## src/sv/ism_pkg.sv

```systemverilog
package ism_pkg;

    // Field widths
    localparam int OPCODE_W            = 4;
    localparam int DATA_W              = 32;
    localparam int DEPTH_W             = 11;
    localparam int STATUS_W            = 2;
    localparam int DEFAULT_STACK_DEPTH = 1024;

    typedef logic [OPCODE_W-1:0] opcode_t;
    typedef logic [DATA_W-1:0]   data_t;
    typedef logic [STATUS_W-1:0] status_t;

    // Instruction codes
    localparam opcode_t OP_CONST = 4'd0;
    localparam opcode_t OP_ADD   = 4'd1;
    localparam opcode_t OP_SUB   = 4'd2;
    localparam opcode_t OP_MUL   = 4'd3;
    localparam opcode_t OP_DIV   = 4'd4;
    localparam opcode_t OP_MAX   = 4'd5;
    localparam opcode_t OP_MIN   = 4'd6;
    localparam opcode_t OP_NEG   = 4'd7;
    localparam opcode_t OP_DUP   = 4'd8;
    localparam opcode_t OP_SWAP  = 4'd9;
    localparam opcode_t OP_END   = 4'd10;

    // Result status codes
    localparam status_t STAT_OK    = 2'd0;
    localparam status_t STAT_UNDER = 2'd1;
    localparam status_t STAT_OVER  = 2'd2;
    localparam status_t STAT_DIV0  = 2'd3;

    // Request from the sequencer to the arithmetic unit
    typedef struct packed {
        logic    start;
        opcode_t op;
    } alu_cmd_t;

    // Answer from the arithmetic unit
    typedef struct packed {
        logic  done;
        data_t result;
    } alu_rsp_t;

endpackage

```

## src/sv/ism_alu.sv

```systemverilog
module ism_alu (
    input  logic             clk,
    input  logic             rst_n,
    input  ism_pkg::alu_cmd_t cmd,
    input  ism_pkg::data_t   a,
    input  ism_pkg::data_t   b,
    output ism_pkg::alu_rsp_t rsp
);
    import ism_pkg::*;

    localparam int DIV_STEPS = DATA_W;
    localparam int CW        = $clog2(DIV_STEPS);

    localparam logic [1:0] A_IDLE = 2'd0;
    localparam logic [1:0] A_DIV  = 2'd1;
    localparam logic [1:0] A_FIX  = 2'd2;

    logic [1:0]      state_reg, state_next;
    logic            done_reg, done_next;
    data_t           res_reg, res_next;
    data_t           rem_reg, rem_next;
    data_t           quo_reg, quo_next;
    data_t           dvs_reg, dvs_next;
    logic            neg_reg, neg_next;
    logic [CW-1:0]   cnt_reg, cnt_next;

    data_t           add_a, add_b, sum;
    logic            add_cin;
    data_t           prod;
    logic            a_ge_b;
    data_t           a_abs, b_abs;
    logic [DATA_W:0] rem_sh, rem_diff;
    logic            rem_ge;

    // Shared adder: add, subtract and negate
    always_comb
    begin
        add_a   = a;
        add_b   = b;
        add_cin = 1'b0;
        case (cmd.op)
            OP_SUB:
            begin
                add_b   = ~b;
                add_cin = 1'b1;
            end
            OP_NEG:
            begin
                add_a   = '0;
                add_b   = ~a;
                add_cin = 1'b1;
            end
            default:
            begin
                add_a = a;
            end
        endcase
    end

    assign sum    = add_a + add_b + DATA_W'(add_cin);
    assign prod   = a * b;
    assign a_ge_b = $signed(a) >= $signed(b);
    assign a_abs  = a[DATA_W-1] ? (DATA_W'(0) - a) : a;
    assign b_abs  = b[DATA_W-1] ? (DATA_W'(0) - b) : b;

    // One restoring division step per cycle
    assign rem_sh   = {rem_reg, quo_reg[DATA_W-1]};
    assign rem_diff = rem_sh - {1'b0, dvs_reg};
    assign rem_ge   = rem_sh >= {1'b0, dvs_reg};

    always_comb
    begin
        state_next = state_reg;
        done_next  = 1'b0;
        res_next   = res_reg;
        rem_next   = rem_reg;
        quo_next   = quo_reg;
        dvs_next   = dvs_reg;
        neg_next   = neg_reg;
        cnt_next   = cnt_reg;
        case (state_reg)
            A_IDLE:
            begin
                if (cmd.start)
                begin
                    case (cmd.op)
                        OP_ADD, OP_SUB, OP_NEG:
                        begin
                            res_next  = sum;
                            done_next = 1'b1;
                        end
                        OP_MUL:
                        begin
                            res_next  = prod;
                            done_next = 1'b1;
                        end
                        OP_MAX:
                        begin
                            res_next  = a_ge_b ? a : b;
                            done_next = 1'b1;
                        end
                        OP_MIN:
                        begin
                            res_next  = a_ge_b ? b : a;
                            done_next = 1'b1;
                        end
                        OP_DIV:
                        begin
                            rem_next   = '0;
                            quo_next   = a_abs;
                            dvs_next   = b_abs;
                            neg_next   = a[DATA_W-1] ^ b[DATA_W-1];
                            cnt_next   = '0;
                            state_next = A_DIV;
                        end
                        default:
                        begin
                            res_next  = a;
                            done_next = 1'b1;
                        end
                    endcase
                end
            end
            A_DIV:
            begin
                rem_next = rem_ge ? rem_diff[DATA_W-1:0] : rem_sh[DATA_W-1:0];
                quo_next = {quo_reg[DATA_W-2:0], rem_ge};
                cnt_next = cnt_reg + CW'(1);
                if (cnt_reg == CW'(DIV_STEPS - 1))
                begin
                    state_next = A_FIX;
                end
            end
            A_FIX:
            begin
                // Apply the quotient sign
                res_next   = neg_reg ? (DATA_W'(0) - quo_reg) : quo_reg;
                done_next  = 1'b1;
                state_next = A_IDLE;
            end
            default:
            begin
                state_next = A_IDLE;
            end
        endcase
    end

    always_ff @(posedge clk or negedge rst_n)
    begin
        if (!rst_n)
        begin
            state_reg <= A_IDLE;
            done_reg  <= 1'b0;
        end
        else
        begin
            state_reg <= state_next;
            done_reg  <= done_next;
        end
    end

    always_ff @(posedge clk)
    begin
        res_reg <= res_next;
        rem_reg <= rem_next;
        quo_reg <= quo_next;
        dvs_reg <= dvs_next;
        neg_reg <= neg_next;
        cnt_reg <= cnt_next;
    end

    assign rsp.done   = done_reg;
    assign rsp.result = res_reg;

endmodule

```

## config.mk

```make
export PLATFORM = sky130hd
export DESIGN_NAME = ism_alu
export DESIGN_NICKNAME = d
export VERILOG_FILES = /design/src/sv/ism_pkg.sv /design/src/sv/ism_alu.sv
export SDC_FILE = /design/constraint.sdc
export NUM_CORES = 2
export LEC_CHECK = 0
export BUFFER_PORTS_ARGS = -buffer_cell sky130_fd_sc_hd__buf_2
export CORE_AREA = 10 10 320 245
export DETAILED_ROUTE_END_ITERATION = 10
export DIE_AREA = 0 0 330 255
export GPL_TIMING_DRIVEN = 0
export HOLD_SLACK_MARGIN = 0.06
export SYNTH_ARGS = -nofsm -noshare
export SYNTH_HDL_FRONTEND = slang
export SYNTH_SLANG_ARGS = --single-unit
```

## constraint.sdc

```tcl
create_clock -name clk -period 7.35 [get_ports clk]
set_clock_uncertainty 0.05 [all_clocks]
set_input_delay 0.735 -clock clk [delete_from_list [all_inputs] [get_ports clk]]
set_output_delay 0.735 -clock clk [all_outputs]
set_load 0.02 [all_outputs]
```

==> metrics.txt <==
unique cell type count in the Yosys netlist=80; die extent in y=255 um; crit end category=flop; dpl hpwl=99000 um; Inst Count DP=4280; status=complete, but fails checks; setup violators final=11; worst r2r src=rem_reg[9]; synth-to-layout area growth=17.7%; Async SR Flop Fraction=2.19%; design area=33600 um2; layout cells sized above 1=13.7%; DRC viols=0; fin crit period=7.64 ns; vias in the first global route=25000; Syn Std Cell Area=28500 um2; die area=84200 um2; first-pass GRT wire length=178000 um; flops & latches, synth=137; Peak Freq=131 MHz; Initial Util=39.4%; Worst Hold Class=reg -> reg; Fillers=6996; main area contributors after synthesis=fa_1, edfxtp_1, ha_1, and2_1, inv_1; mean post-synth cell area=8.88 um2; Critical Path Max Stage Delay=0.57 ns; most used cell, CP=fa_1; IO buf count=97; Final Max Slew Viols=0; Total GRT Usage=29.2%; crit-path cells=buf_2 -> clkbuf_8 -> and2_1 -> fa_1 -> fa_1 -> fa_1 -> inv_1 -> fa_1 -> inv_2 -> fa_1 -> ha_1 -> fa_1 -> fa_1 -> ha_4 -> a2111oi_4 -> nand2_1 -> o31ai_4 -> buf_4 -> buf_6 -> o21ai_1 -> nor2_2 -> xnor2_2 -> a222oi_1 -> a31oi_1; CTS tree=built; Detail Route Antenna Nets=0; kind of critical path=in -> reg; CP max stage cell=fa_1; number of synthesized flops with an enable pin=134; Critical Path AT=7.71 ns; clock sinks=137; fin nets=4108; setup ws final=-0.295 ns; CP bufs+invs=6; DR WL/cell=28.2 um; initial antenna violation count=13; Clk pin slew, worst setup/hold paths=0.07 ns; Syn Inst Count=3213; Die Wd=330 um; IO Pins=104; crit path max fanout=10; RSZ-0062 raised after global routing=yes; WL final=123000 um; pin count of the biggest net entering global routing=49; root buf cell=clkbuf_16; placed cell area=30400 um2; Slew HR=20.2%; Worst-Margin Slew=1.19 ns; max-cap viol count=0; Critical Path RT=7.42 ns; CTS Buffer Depth=2; non-filler cells, final=4374; total number of vias=25300; leading area contributor after synthesis=fa_1; sequential area share after synthesis=14.4%; Critical path origin=a[3]; hold path startpoint=cnt_reg[0]; Crit path max-delay family=adder cells; Hold Fails Final Rpt=0; period utilization=104%; Vias/cell=5.77; 1st-iter DRT viols=3464; Yosys top cell area share=28.8%; drt pass-1 iters=6; Syn Nets=3933; core area=72400 um2; type of origin of the critical path=input port; Top FF cell, synth=edfxtp_1; number of CTS-inserted buffers=17; H-tree depth=4; failing checks=setup timing; worst skew pair latency=0.44 ns; Yosys warnings=0; Remaining Overflow, GRT=0; RD Place Congestion=1.04; row cnt=86
## per-layer routing
layer  global-route usage, %  wire length (um)  part of all wire [%]
met5                       0               130                  0.11
met4                    8.27              4100                   3.3
met3                    11.5             18100                    15
met2                    38.5             46700                    38
met1                    42.9             54300                    44
## final timing paths
path	end	slack (ns)	cells past startpoint
min in group asynchronous	state_reg[1]	0.57	2
setup / recovery	res_reg[25]	-0.29	24
setup reg to reg	rem_reg[10]	2.44	13
hold reg to reg	cnt_reg[0]	0.55	1
max in group asynchronous	done_reg	6.56	2
hold / removal	cnt_reg[0]	0.55	1
## cell type report
type                            instances  area (um2)  area share [%]
Clock inverter                         14         103           0.305
Antenna cell                            5        12.5          0.0372
Tap cell                              968        1210            3.60
Timing Repair Buffer                  178        1400            4.18
Clock buffer                           18         429            1.28
Multi-Input combinational cell       2416       22700            67.6
Sequential cell                       137        4100            12.2
Buffer                                168        1840            5.48
Inverter                              470        1770            5.28
## kinds of logic (layout without fill, tap and decap cells)
| group | Yosys count | after routing | synth area share, % |
|---|---|---|---|
| AND/OR/NAND/NOR | 963 | 963 | 16.9 |
| multiplexers | 35 | 35 | 1.24 |
| XOR/XNOR | 221 | 221 | 6.83 |
| buffers and inverters | 660 | 848 | 8.70 |
| AO/OA/AOI/OAI | 548 | 548 | 12.7 |
| flip-flops | 137 | 137 | 14.4 |
| other | 0 | 5 | 0 |
| adder cells (fa/ha/maj) | 649 | 649 | 39.3 |
## layout by cell type, fill, tap and decap left out, drive strengths merged, types with 21 or more instances in the layout
| cell type | netlist | routed |
|---|---|---|
| or3 | 29 | 29 |
| buf | 12 | 200 |
| and2 | 292 | 292 |
| o22a | 32 | 32 |
| a21oi | 95 | 95 |
| o21ai | 164 | 164 |
| o31ai | 35 | 35 |
| inv | 469 | 469 |
| mux2i | 33 | 33 |
| edfxtp | 134 | 134 |
| nor2 | 152 | 152 |
| clkbuf | 178 | 163 |
| ha | 238 | 238 |
| nor3 | 22 | 22 |
| a31oi | 21 | 21 |
| nand2b | 23 | 23 |
| nand3 | 25 | 25 |
| nand2 | 337 | 337 |
| xnor2 | 135 | 135 |
| a221oi | 23 | 23 |
| or4 | 21 | 21 |
| a21o | 40 | 40 |
| fa | 411 | 411 |
| xor2 | 85 | 85 |
## repair_timing
item / in CTS / in global routing
resized for setup: 413 / 100
hold buffers: 1 / 0
endpoints found under the setup margin: 24 / 20
hold endpoints to repair: 3 / 0
pin swaps: 96 / 47
gates cloned: 1 / 2
buffers inserted: 66 / 8
## cells in the mapped netlist, drive strengths merged (13+ instances only)
master	instances
o21ai	164
o31ai	35
edfxtp	134
nand2b	23
mux2i	33
inv	469
a21o	40
and3	14
a221oi	23
nand2	337
ha	238
nand3	25
clkbuf	178
o21a	13
o22a	32
nand4	16
or4	21
nor3	22
or3	29
xor2	85
xnor2	135
and2	292
nor2b	14
fa	411
a211oi	14
a21oi	95
a31oi	21
nor2	152
## stage by stage
stage	worst slack, ns	util, %	TNS (ns)	hold slack (ns)
after global routing	-0.349	46.4	-2.49	0.540
after global placement	-2.63	41.9	-50.41	0.483
final	-0.295	46.4	-1.49	0.548
after CTS	-0.175	45.8	-0.501	0.541
after detailed placement	-2.69	42.0	-51.33	0.486
after floorplan	-0.00149	-	-0.00149	0.389
Power is left out: the tool's default activity adds up to more than one toggle a clock period on the data nets, which glitch-free logic cannot reach.
